**src/hw/rtl/sha256_pkg.sv**
```systemverilog
// Shared types and constants of the SHA-256 message hash engine.
package sha256_pkg;

    typedef enum logic [2:0] {
        S_IDLE,
        S_PAD,
        S_ROUND,
        S_UPDATE,
        S_OUT
    } t_state;

    typedef enum logic [1:0] {
        P_MARK,
        P_ZERO,
        P_LEN
    } t_pad_phase;

    typedef struct packed {
        logic [31:0] a;
        logic [31:0] b;
        logic [31:0] c;
        logic [31:0] d;
        logic [31:0] e;
        logic [31:0] f;
        logic [31:0] g;
        logic [31:0] h;
    } t_work;

    typedef logic [15:0][31:0] t_block;

    localparam logic [7:0] PAD_MARK = 8'h80;
    localparam logic [5:0] LEN_FILL = 6'd56;
    localparam logic [5:0] FILL_LAST = 6'd63;
    localparam logic [5:0] ROUND_LAST = 6'd63;
    localparam logic [2:0] WORD_LAST = 3'd7;

    localparam logic [31:0] HASH_INIT [8] = '{
        32'h6a09e667, 32'hbb67ae85, 32'h3c6ef372, 32'ha54ff53a,
        32'h510e527f, 32'h9b05688c, 32'h1f83d9ab, 32'h5be0cd19
    };

    localparam logic [31:0] ROUND_K [64] = '{
        32'h428a2f98, 32'h71374491, 32'hb5c0fbcf, 32'he9b5dba5,
        32'h3956c25b, 32'h59f111f1, 32'h923f82a4, 32'hab1c5ed5,
        32'hd807aa98, 32'h12835b01, 32'h243185be, 32'h550c7dc3,
        32'h72be5d74, 32'h80deb1fe, 32'h9bdc06a7, 32'hc19bf174,
        32'he49b69c1, 32'hefbe4786, 32'h0fc19dc6, 32'h240ca1cc,
        32'h2de92c6f, 32'h4a7484aa, 32'h5cb0a9dc, 32'h76f988da,
        32'h983e5152, 32'ha831c66d, 32'hb00327c8, 32'hbf597fc7,
        32'hc6e00bf3, 32'hd5a79147, 32'h06ca6351, 32'h14292967,
        32'h27b70a85, 32'h2e1b2138, 32'h4d2c6dfc, 32'h53380d13,
        32'h650a7354, 32'h766a0abb, 32'h81c2c92e, 32'h92722c85,
        32'ha2bfe8a1, 32'ha81a664b, 32'hc24b8b70, 32'hc76c51a3,
        32'hd192e819, 32'hd6990624, 32'hf40e3585, 32'h106aa070,
        32'h19a4c116, 32'h1e376c08, 32'h2748774c, 32'h34b0bcb5,
        32'h391c0cb3, 32'h4ed8aa4a, 32'h5b9cca4f, 32'h682e6ff3,
        32'h748f82ee, 32'h78a5636f, 32'h84c87814, 32'h8cc70208,
        32'h90befffa, 32'ha4506ceb, 32'hbef9a3f7, 32'hc67178f2
    };

    function automatic logic [31:0] rotr(input logic [31:0] x, input int n);
        rotr = (x >> n) | (x << (32 - n));
    endfunction

endpackage

```
**src/hw/rtl/sha256_message_hash.sv**
```systemverilog
// SHA-256 byte-stream hash engine: byte packing, padding, round sequencer, digest out.
//
//  channel   direction  signals                                     handshake
//  -------   ---------  ------------------------------------------  -----------------
//  input     in         i_data_byte, i_byte_present, i_last         i_valid / o_ready
//  digest    out        o_digest_word, o_word_index, o_last_word    o_valid / i_ready
//
// A byte that does not complete a 64-byte block is shifted into the block register.
// A block-completing byte adds a compression: 64 passes through the single round
// unit plus one hash update. Closing a message shifts 0x80, zero fill and eight
// length bytes into the block register, pausing for each of one or two compressions,
// then presents eight digest words, one per transfer. o_ready is low from the first
// cycle of that work until the eighth digest word is transferred.
// Reset is synchronous and loads the initial hash values; a stalled digest word holds.
module sha256_message_hash (
    input  logic        i_clk,
    input  logic        i_rst_n,
    input  logic        i_valid,
    output logic        o_ready,
    input  logic [7:0]  i_data_byte,
    input  logic        i_byte_present,
    input  logic        i_last,
    output logic        o_valid,
    input  logic        i_ready,
    output logic [31:0] o_digest_word,
    output logic [2:0]  o_word_index,
    output logic        o_last_word
);

    sha256_pkg::t_state     r_state, n_state;
    sha256_pkg::t_state     r_after, n_after;
    sha256_pkg::t_pad_phase r_phase, n_phase;
    logic [5:0]             r_round, n_round;
    logic [5:0]             r_fill, n_fill;
    logic [60:0]            r_byte_count, n_byte_count;
    logic [2:0]             r_len_idx, n_len_idx;
    logic [2:0]             r_out_idx, n_out_idx;
    logic [31:0]            r_hash [8];
    logic [31:0]            n_hash [8];
    sha256_pkg::t_block     r_block, n_block;
    sha256_pkg::t_work      r_work, n_work;

    sha256_pkg::t_work      round_work;
    logic [31:0]            w_new;
    logic [63:0]            bit_len;
    logic [519:0]           shifted;
    logic [7:0]             shift_byte;
    logic                   shift_en;
    logic                   wrap;

    sha256_round u_round (
        .i_work  (r_work),
        .i_k     (sha256_pkg::ROUND_K[r_round]),
        .i_w0    (r_block[15]),
        .i_w1    (r_block[14]),
        .i_w9    (r_block[6]),
        .i_w14   (r_block[1]),
        .o_work  (round_work),
        .o_w_new (w_new)
    );

    assign bit_len = {r_byte_count, 3'b000};
    assign shifted = {r_block, shift_byte};
    assign wrap    = shift_en && (r_fill == sha256_pkg::FILL_LAST);

    always_comb begin
        n_state      = r_state;
        n_after      = r_after;
        n_phase      = r_phase;
        n_round      = r_round;
        n_fill       = r_fill;
        n_byte_count = r_byte_count;
        n_len_idx    = r_len_idx;
        n_out_idx    = r_out_idx;
        n_hash       = r_hash;
        n_block      = r_block;
        n_work       = r_work;
        shift_en     = 1'b0;
        shift_byte   = 8'h00;

        case (r_state)
            sha256_pkg::S_IDLE: begin
                if (i_valid) begin
                    n_phase   = sha256_pkg::P_MARK;
                    n_len_idx = '0;
                    if (i_byte_present) begin
                        shift_en     = 1'b1;
                        shift_byte   = i_data_byte;
                        n_byte_count = r_byte_count + 61'd1;
                    end
                    if (i_last) begin
                        n_state = sha256_pkg::S_PAD;
                    end
                    n_after = i_last ? sha256_pkg::S_PAD : sha256_pkg::S_IDLE;
                end
            end
            sha256_pkg::S_PAD: begin
                n_after = sha256_pkg::S_PAD;
                case (r_phase)
                    sha256_pkg::P_MARK: begin
                        shift_en   = 1'b1;
                        shift_byte = sha256_pkg::PAD_MARK;
                        n_phase    = sha256_pkg::P_ZERO;
                    end
                    sha256_pkg::P_ZERO: begin
                        if (r_fill == sha256_pkg::LEN_FILL) begin
                            n_phase = sha256_pkg::P_LEN;
                        end else begin
                            shift_en = 1'b1;
                        end
                    end
                    sha256_pkg::P_LEN: begin
                        shift_en   = 1'b1;
                        shift_byte = bit_len[(3'd7 - r_len_idx) * 8 +: 8];
                        n_len_idx  = r_len_idx + 3'd1;
                        n_after    = sha256_pkg::S_OUT;
                    end
                    default: begin
                        n_phase = sha256_pkg::P_MARK;
                    end
                endcase
            end
            sha256_pkg::S_ROUND: begin
                n_work  = round_work;
                n_block = {r_block[14:0], w_new};
                n_round = r_round + 6'd1;
                if (r_round == sha256_pkg::ROUND_LAST) begin
                    n_state = sha256_pkg::S_UPDATE;
                end
            end
            sha256_pkg::S_UPDATE: begin
                n_hash[0] = r_hash[0] + r_work.a;
                n_hash[1] = r_hash[1] + r_work.b;
                n_hash[2] = r_hash[2] + r_work.c;
                n_hash[3] = r_hash[3] + r_work.d;
                n_hash[4] = r_hash[4] + r_work.e;
                n_hash[5] = r_hash[5] + r_work.f;
                n_hash[6] = r_hash[6] + r_work.g;
                n_hash[7] = r_hash[7] + r_work.h;
                n_out_idx = '0;
                n_state   = r_after;
            end
            sha256_pkg::S_OUT: begin
                if (i_ready) begin
                    for (int j = 0; j < 7; j++) begin
                        n_hash[j] = r_hash[j + 1];
                    end
                    n_hash[7] = sha256_pkg::HASH_INIT[r_out_idx];
                    n_out_idx = r_out_idx + 3'd1;
                    if (r_out_idx == sha256_pkg::WORD_LAST) begin
                        n_state      = sha256_pkg::S_IDLE;
                        n_byte_count = '0;
                        n_fill       = '0;
                    end
                end
            end
            default: begin
                n_state = sha256_pkg::S_IDLE;
            end
        endcase

        if (shift_en) begin
            n_block = shifted[511:0];
            n_fill  = r_fill + 6'd1;
        end

        if (wrap) begin
            n_state = sha256_pkg::S_ROUND;
            n_round = '0;
            n_work  = '{a: r_hash[0], b: r_hash[1], c: r_hash[2], d: r_hash[3],
                        e: r_hash[4], f: r_hash[5], g: r_hash[6], h: r_hash[7]};
        end
    end

    always_ff @(posedge i_clk) begin
        if (!i_rst_n) begin
            r_state      <= sha256_pkg::S_IDLE;
            r_after      <= sha256_pkg::S_IDLE;
            r_phase      <= sha256_pkg::P_MARK;
            r_round      <= '0;
            r_fill       <= '0;
            r_byte_count <= '0;
            r_len_idx    <= '0;
            r_out_idx    <= '0;
            r_hash       <= sha256_pkg::HASH_INIT;
        end else begin
            r_state      <= n_state;
            r_after      <= n_after;
            r_phase      <= n_phase;
            r_round      <= n_round;
            r_fill       <= n_fill;
            r_byte_count <= n_byte_count;
            r_len_idx    <= n_len_idx;
            r_out_idx    <= n_out_idx;
            r_hash       <= n_hash;
        end
    end

    always_ff @(posedge i_clk) begin
        r_block <= n_block;
        r_work  <= n_work;
    end

    assign o_ready       = (r_state == sha256_pkg::S_IDLE);
    assign o_valid       = (r_state == sha256_pkg::S_OUT);
    assign o_digest_word = r_hash[0];
    assign o_word_index  = r_out_idx;
    assign o_last_word   = (r_out_idx == sha256_pkg::WORD_LAST);

endmodule

```
**src/hw/rtl/sha256_round.sv**
```systemverilog
// One SHA-256 compression round with the next message schedule word.
module sha256_round (
    input  sha256_pkg::t_work i_work,
    input  logic [31:0]       i_k,
    input  logic [31:0]       i_w0,
    input  logic [31:0]       i_w1,
    input  logic [31:0]       i_w9,
    input  logic [31:0]       i_w14,
    output sha256_pkg::t_work o_work,
    output logic [31:0]       o_w_new
);

    logic [31:0] big_s0;
    logic [31:0] big_s1;
    logic [31:0] ch;
    logic [31:0] maj;
    logic [31:0] t1;
    logic [31:0] t2;
    logic [31:0] small_s0;
    logic [31:0] small_s1;

    always_comb begin
        big_s1 = sha256_pkg::rotr(i_work.e, 6) ^ sha256_pkg::rotr(i_work.e, 11)
               ^ sha256_pkg::rotr(i_work.e, 25);
        big_s0 = sha256_pkg::rotr(i_work.a, 2) ^ sha256_pkg::rotr(i_work.a, 13)
               ^ sha256_pkg::rotr(i_work.a, 22);
        ch     = (i_work.e & i_work.f) ^ (~i_work.e & i_work.g);
        maj    = (i_work.a & i_work.b) ^ (i_work.a & i_work.c) ^ (i_work.b & i_work.c);
        t1     = i_work.h + big_s1 + ch + i_k + i_w0;
        t2     = big_s0 + maj;

        o_work.h = i_work.g;
        o_work.g = i_work.f;
        o_work.f = i_work.e;
        o_work.e = i_work.d + t1;
        o_work.d = i_work.c;
        o_work.c = i_work.b;
        o_work.b = i_work.a;
        o_work.a = t1 + t2;

        small_s0 = sha256_pkg::rotr(i_w1, 7) ^ sha256_pkg::rotr(i_w1, 18) ^ (i_w1 >> 3);
        small_s1 = sha256_pkg::rotr(i_w14, 17) ^ sha256_pkg::rotr(i_w14, 19)
                 ^ (i_w14 >> 10);
        o_w_new  = small_s1 + i_w9 + small_s0 + i_w0;
    end

endmodule

```
**config.mk**
```make
export PLATFORM = sky130hd
export DESIGN_NAME = sha256_message_hash
export DESIGN_NICKNAME = d
export VERILOG_FILES = /design/src/hw/rtl/sha256_pkg.sv /design/src/hw/rtl/sha256_message_hash.sv /design/src/hw/rtl/sha256_round.sv
export SDC_FILE = /design/constraint.sdc
export NUM_CORES = 2
export LEC_CHECK = 0
export BUFFER_PORTS_ARGS = -buffer_cell sky130_fd_sc_hd__buf_2
export CAP_MARGIN = 0
export CELL_PAD_IN_SITES_DETAIL_PLACEMENT = 0
export CELL_PAD_IN_SITES_GLOBAL_PLACEMENT = 2
export CORE_MARGIN = 4
export CORE_UTILIZATION = 44
export CTS_CLUSTER_DIAMETER = 80
export DETAILED_ROUTE_END_ITERATION = 6
export PLACE_DENSITY = 0.92
export SYNTH_ARGS = -nofsm -noshare
export SYNTH_HDL_FRONTEND = slang
export SYNTH_SLANG_ARGS = --single-unit
```
**constraint.sdc**
```tcl
create_clock -name i_clk -period 16.7 [get_ports i_clk]
set_input_delay 1.67 -clock i_clk [delete_from_list [all_inputs] [get_ports i_clk]]
set_output_delay 1.67 -clock i_clk [all_outputs]
set_load 0.005 [all_outputs]
```
==> impl_metrics.csv <==
group,metric,value,unit
floorplanning,die_h,424,microns
logic_synthesis,synth.yosys.seq_area_share,39.4,%
floorplanning,floorplan.initialDensity,44.2,%
logic_synthesis,post_synth_mux_area_share,1.46,%
worst_setup_path,max_stage_delay,0.61,ns
logic_synthesis,synth-simple-area-share,18.6,%
logic_synthesis,ys.flop_type,"edfxtp_1",
logic_synthesis,postSynthCellCount,8853,
place,port_buffers,51,
place,gpl.final_weighted_congestion,0.959,
routing,aggregate_routed_wire_length,248,mm
routing,drt_iter0_markers,5859,
pwr,clkPwrFrac,28.4,%
worst_setup_path,cpMostUsedCell,"inv_1",
logic_synthesis,synth_edf_count,768,
clock_network,cts.path.max_buffers,3,
sta,post_route_skew,0.0445,ns
worst_setup_path,reg2reg_to,"r_work[254]",
sta,worst_max_slew_pin_slew,1.41,ns
routing,detailedRoute.firstPassIterationCount,5,
clock_network,clock_latency,0.82,ns
logic_synthesis,post_synth.cell_area_avg,8.58,sq um
grt,grt_max_degree,226,
worst_setup_path,regToRegSetupSlack,7.30,ns
pwr,internal_power,0.00680,W
pwr,power_switching_share,37.8,%
logic_synthesis,yosys.area_share.adder,11.9,%
sta,finalCritPeriodShare,56.3,%
pwr,power.leakage,34.5,nW
floorplanning,num_io_pins,52,
sta,rsz0062_at_grt,"no",
layout,fill_cell_total_of_the_finished_layout,16500,
logic_synthesis,postSynth.asyncResetShare,0,%
sta,finalSetupTns,0,ns
worst_setup_path,worst-r2r-cell-count,31,
run,timing.max_cap.violations,0,
grt,grt_remaining_overflow,0,
clock_network,root_buffer,"clkbuf_16",
logic_synthesis,yosysWarnings,0,
clock_network,cts.hold.buffers_added,0,
worst_setup_path,cp_data_arrival_time,9.90,ns
clock_network,clk_transition_reported_paths,0.05,ns
layout,multiInputGateArea,0.0421,sq mm
layout,nNetsFinal,9176,
grt,gr-usage-all-layers,27.0,%
routing,vias,62300,
status,status,"finished clean",
routing,met2RoutedLength,110,mm
routing,wl_met3,15.7,mm
logic_synthesis,synth.ff_latch_count,1110,
floorplanning,design.die.area,0.179,sq mm
logic_synthesis,synth_compound_area_share,16.1,%
min_path,hold_path_class,"flip-flop to flip-flop",
clock_network,cts_setup_buffers,0,
sta,timing.final.hold_violations,0,
pwr,power_frac_comb,39.2,%
min_path,hold-path-cell-count,2,
clock_network,cts_made_buffers,137,
worst_setup_path,setup_crit_path_kind,"flip-flop to flip-flop",
grt,first_global_vias,59000,
worst_setup_path,critical_path.reg2reg.startpoint,"r_round[1]",
routing,vias_per_cell,5.67,
pwr,power.switching,0.00414,W
clock_network,htreeDepth,4,
sta,report.final.slew_viol_count,0,
clock_network,clock_sink_count,1110,
sta,timing.final.setup_violations,0,
routing,wl_per_cell,22.6,microns
place,dp_hpwl,178,mm
pwr,pwr-share-seq,32.4,%
grt,grt_antenna_before_repair,3,
layout,stdcell_count,11000,
logic_synthesis,synth_cell_area,0.0760,sq mm
pwr,power.ir.vdd_worst,0.141,mV
worst_setup_path,crit_fanout,23,
floorplanning,floorplan.core_area,0.172,sq mm
sta,post-route-min-period,9.40,ns
routing,ant_nets,0,
layout,final-seq-area,0.0299,sq mm
logic_synthesis,postSynthNetCount,9473,
min_path,hold_wc_startpoint,"r_after[2]",
clock_network,postCtsResizedCells,0,
logic_synthesis,post_synth_xor_area_fraction,7.19,%
routing,post_route_m1_wl,114,mm
clock_network,cts_tree,"done",
logic_synthesis,netlist-cell-type-count,96,
worst_setup_path,path_buf_inv,6,
routing,routed.top_layer,"met5",
routing,detail_route.drc_violations,0,
worst_setup_path,cp_top_family,"compound AO/OA/AOI/OAI gates",
sta,relSlewSlack,6.02,%
worst_setup_path,worst_path_max_delay_cell,"ha_1",
grt,grt_first_pass_wirelength,374,mm
pwr,total_power_per_unit_cell_area,133,mW/mm^2
worst_setup_path,setup.worst_path.end_class,"flip-flop",
place,dp_cells,10700,
logic_synthesis,synth_top_family_by_area,"simple AND/OR/NAND/NOR gates",
min_path,min_to,"r_after[2]",
worst_setup_path,critical_path.startpoint_type,"flip-flop",
floorplanning,die_x,424,microns
layout,layout-drive-gt1-share,4.76,%
floorplanning,rows,152,
sta,fin_worst_hold_slack,0.460,ns
sta,maxClockFrequency,0.106,GHz
layout,area.growth.synth_to_final,8.34,%
worst_setup_path,cp_required,17.20,ns
==> layer usage <==
metal  track usage, %  vias up
met5                0        -
li1                 -    29700
met4             9.54        2
met3             3.99      397
met1             38.7    30200
met2             41.7     2012
==> how the worst max path moves through the flow <==
stage / start / endpoint / slack, ns / depth (start not counted)
after CTS: r_round[0] / r_work[255] / 7.37 / 34
final: r_round[1] / r_work[254] / 7.30 / 31
after global placement: r_round[0] / r_work[255] / 7.35 / 34
after global routing: r_round[1] / r_work[255] / 6.59 / 34
after detailed placement: r_round[0] / r_work[255] / 7.39 / 34
after floorplan: i_valid / r_block[0] / 7.15 / 5
==> layout by cell type, fill, tap and decap left out, types with 108 or more instances in the layout <==
master / instances
nand2_1: 2448
edfxtp_1: 768
o21ai_0: 553
a21oi_1: 511
inv_1: 492
nor2_1: 445
ha_1: 411
xnor2_1: 366
dfxtp_1: 338
xor2_1: 255
fa_1: 195
a21o_1: 190
clkbuf_16: 138
nand3_1: 129
o211ai_1: 108
==> kinds of logic (layout without fill, tap and decap cells) <==
kind of cell             after synthesis  count (layout)
AND/OR/NAND/NOR                     3449            3449
buffers and inverters               1045             861
AO/OA/AOI/OAI                       1932            1932
other                                  0               1
XOR/XNOR                             622             622
adder cells (fa/ha/maj)              609             609
multiplexers                          86              86
flip-flops                          1110            1110
==> metrics by stage <==
stage          power, W  utilization, %  instance area (sq um)  setup slack, ns
5_1_grt          0.0116            47.9                  82300             6.59
4_1_cts          0.0110            47.9                  82300             7.37
3_5_place_dp    0.00778            45.2                  77600             7.39
2_1_floorplan   0.00656               -                  76000             7.15
6_report         0.0109            47.9                  82300             7.30
3_3_place_gp    0.00776            45.2                  77600             7.35
==> worst reg2reg max path: cells and delay by family (launching register included) <==
| family | cells | cell delay, ns |
|---|---|---|
| xor+xnor | 2 | 0.69 |
| fa+ha+maj | 6 | 2.54 |
| mux | 1 | 0.33 |
| compound gates | 13 | 3.50 |
| flops | 1 | 0.30 |
| simple gates | 3 | 0.59 |
| buf+inv | 6 | 1.15 |
==> state kept, by name, indices dropped and copies added (netlist names) <==
| signal | count |
|---|---|
| r_phase | 2 |
| o_digest_word | 32 |
| r_len_idx | 3 |
| r_work | 256 |
| r_state | 3 |
| r_round | 6 |
| r_after | 2 |
| o_word_index | 3 |
| r_byte_count | 61 |
| r_fill | 6 |
| r_hash | 224 |
| r_block | 512 |
==> area by class of cell <==
cell class | instances | share of cell area [%]
multi-input cells | 6698 | 51.1
flip-flops and latches | 1110 | 36.3
clock buffers | 174 | 4.49
well taps | 2310 | 3.51
inverters | 497 | 2.28
clock inverters | 78 | 1.23
repair buffers | 112 | 1.01
diodes | 1 | 0.00304
==> power by group through the flow <==
stage | registers (W) | clock network [W] | logic, W
final | 0.00354 | 0.00311 | 0.00429
after global routing | 0.00356 | 0.00330 | 0.00472
after CTS | 0.00354 | 0.00318 | 0.00423
after detailed placement | 0.00359 | 0 | 0.00419
after global placement | 0.00359 | 0 | 0.00417
after floorplan | 0.00352 | 0 | 0.00303
==> synth_stat cells, drive strengths merged, types with 83 or more instances <==
library cell / n / area [sq um]
dfxtp: 342 / 6850
nor3: 86 / 440
a21oi: 511 / 2560
xnor2: 366 / 3210
nand2: 2450 / 9200
o211ai: 108 / 811
fa: 195 / 3900
o21ai: 566 / 2830
clkbuf: 465 / 1750
nand3: 129 / 646
inv: 495 / 1860
nor2: 449 / 1690
xor2: 255 / 2230
edfxtp: 768 / 23100
ha: 411 / 5140
buf: 83 / 440
a21o: 193 / 1450
No activity file was read; power rests on OpenSTA's default activity.
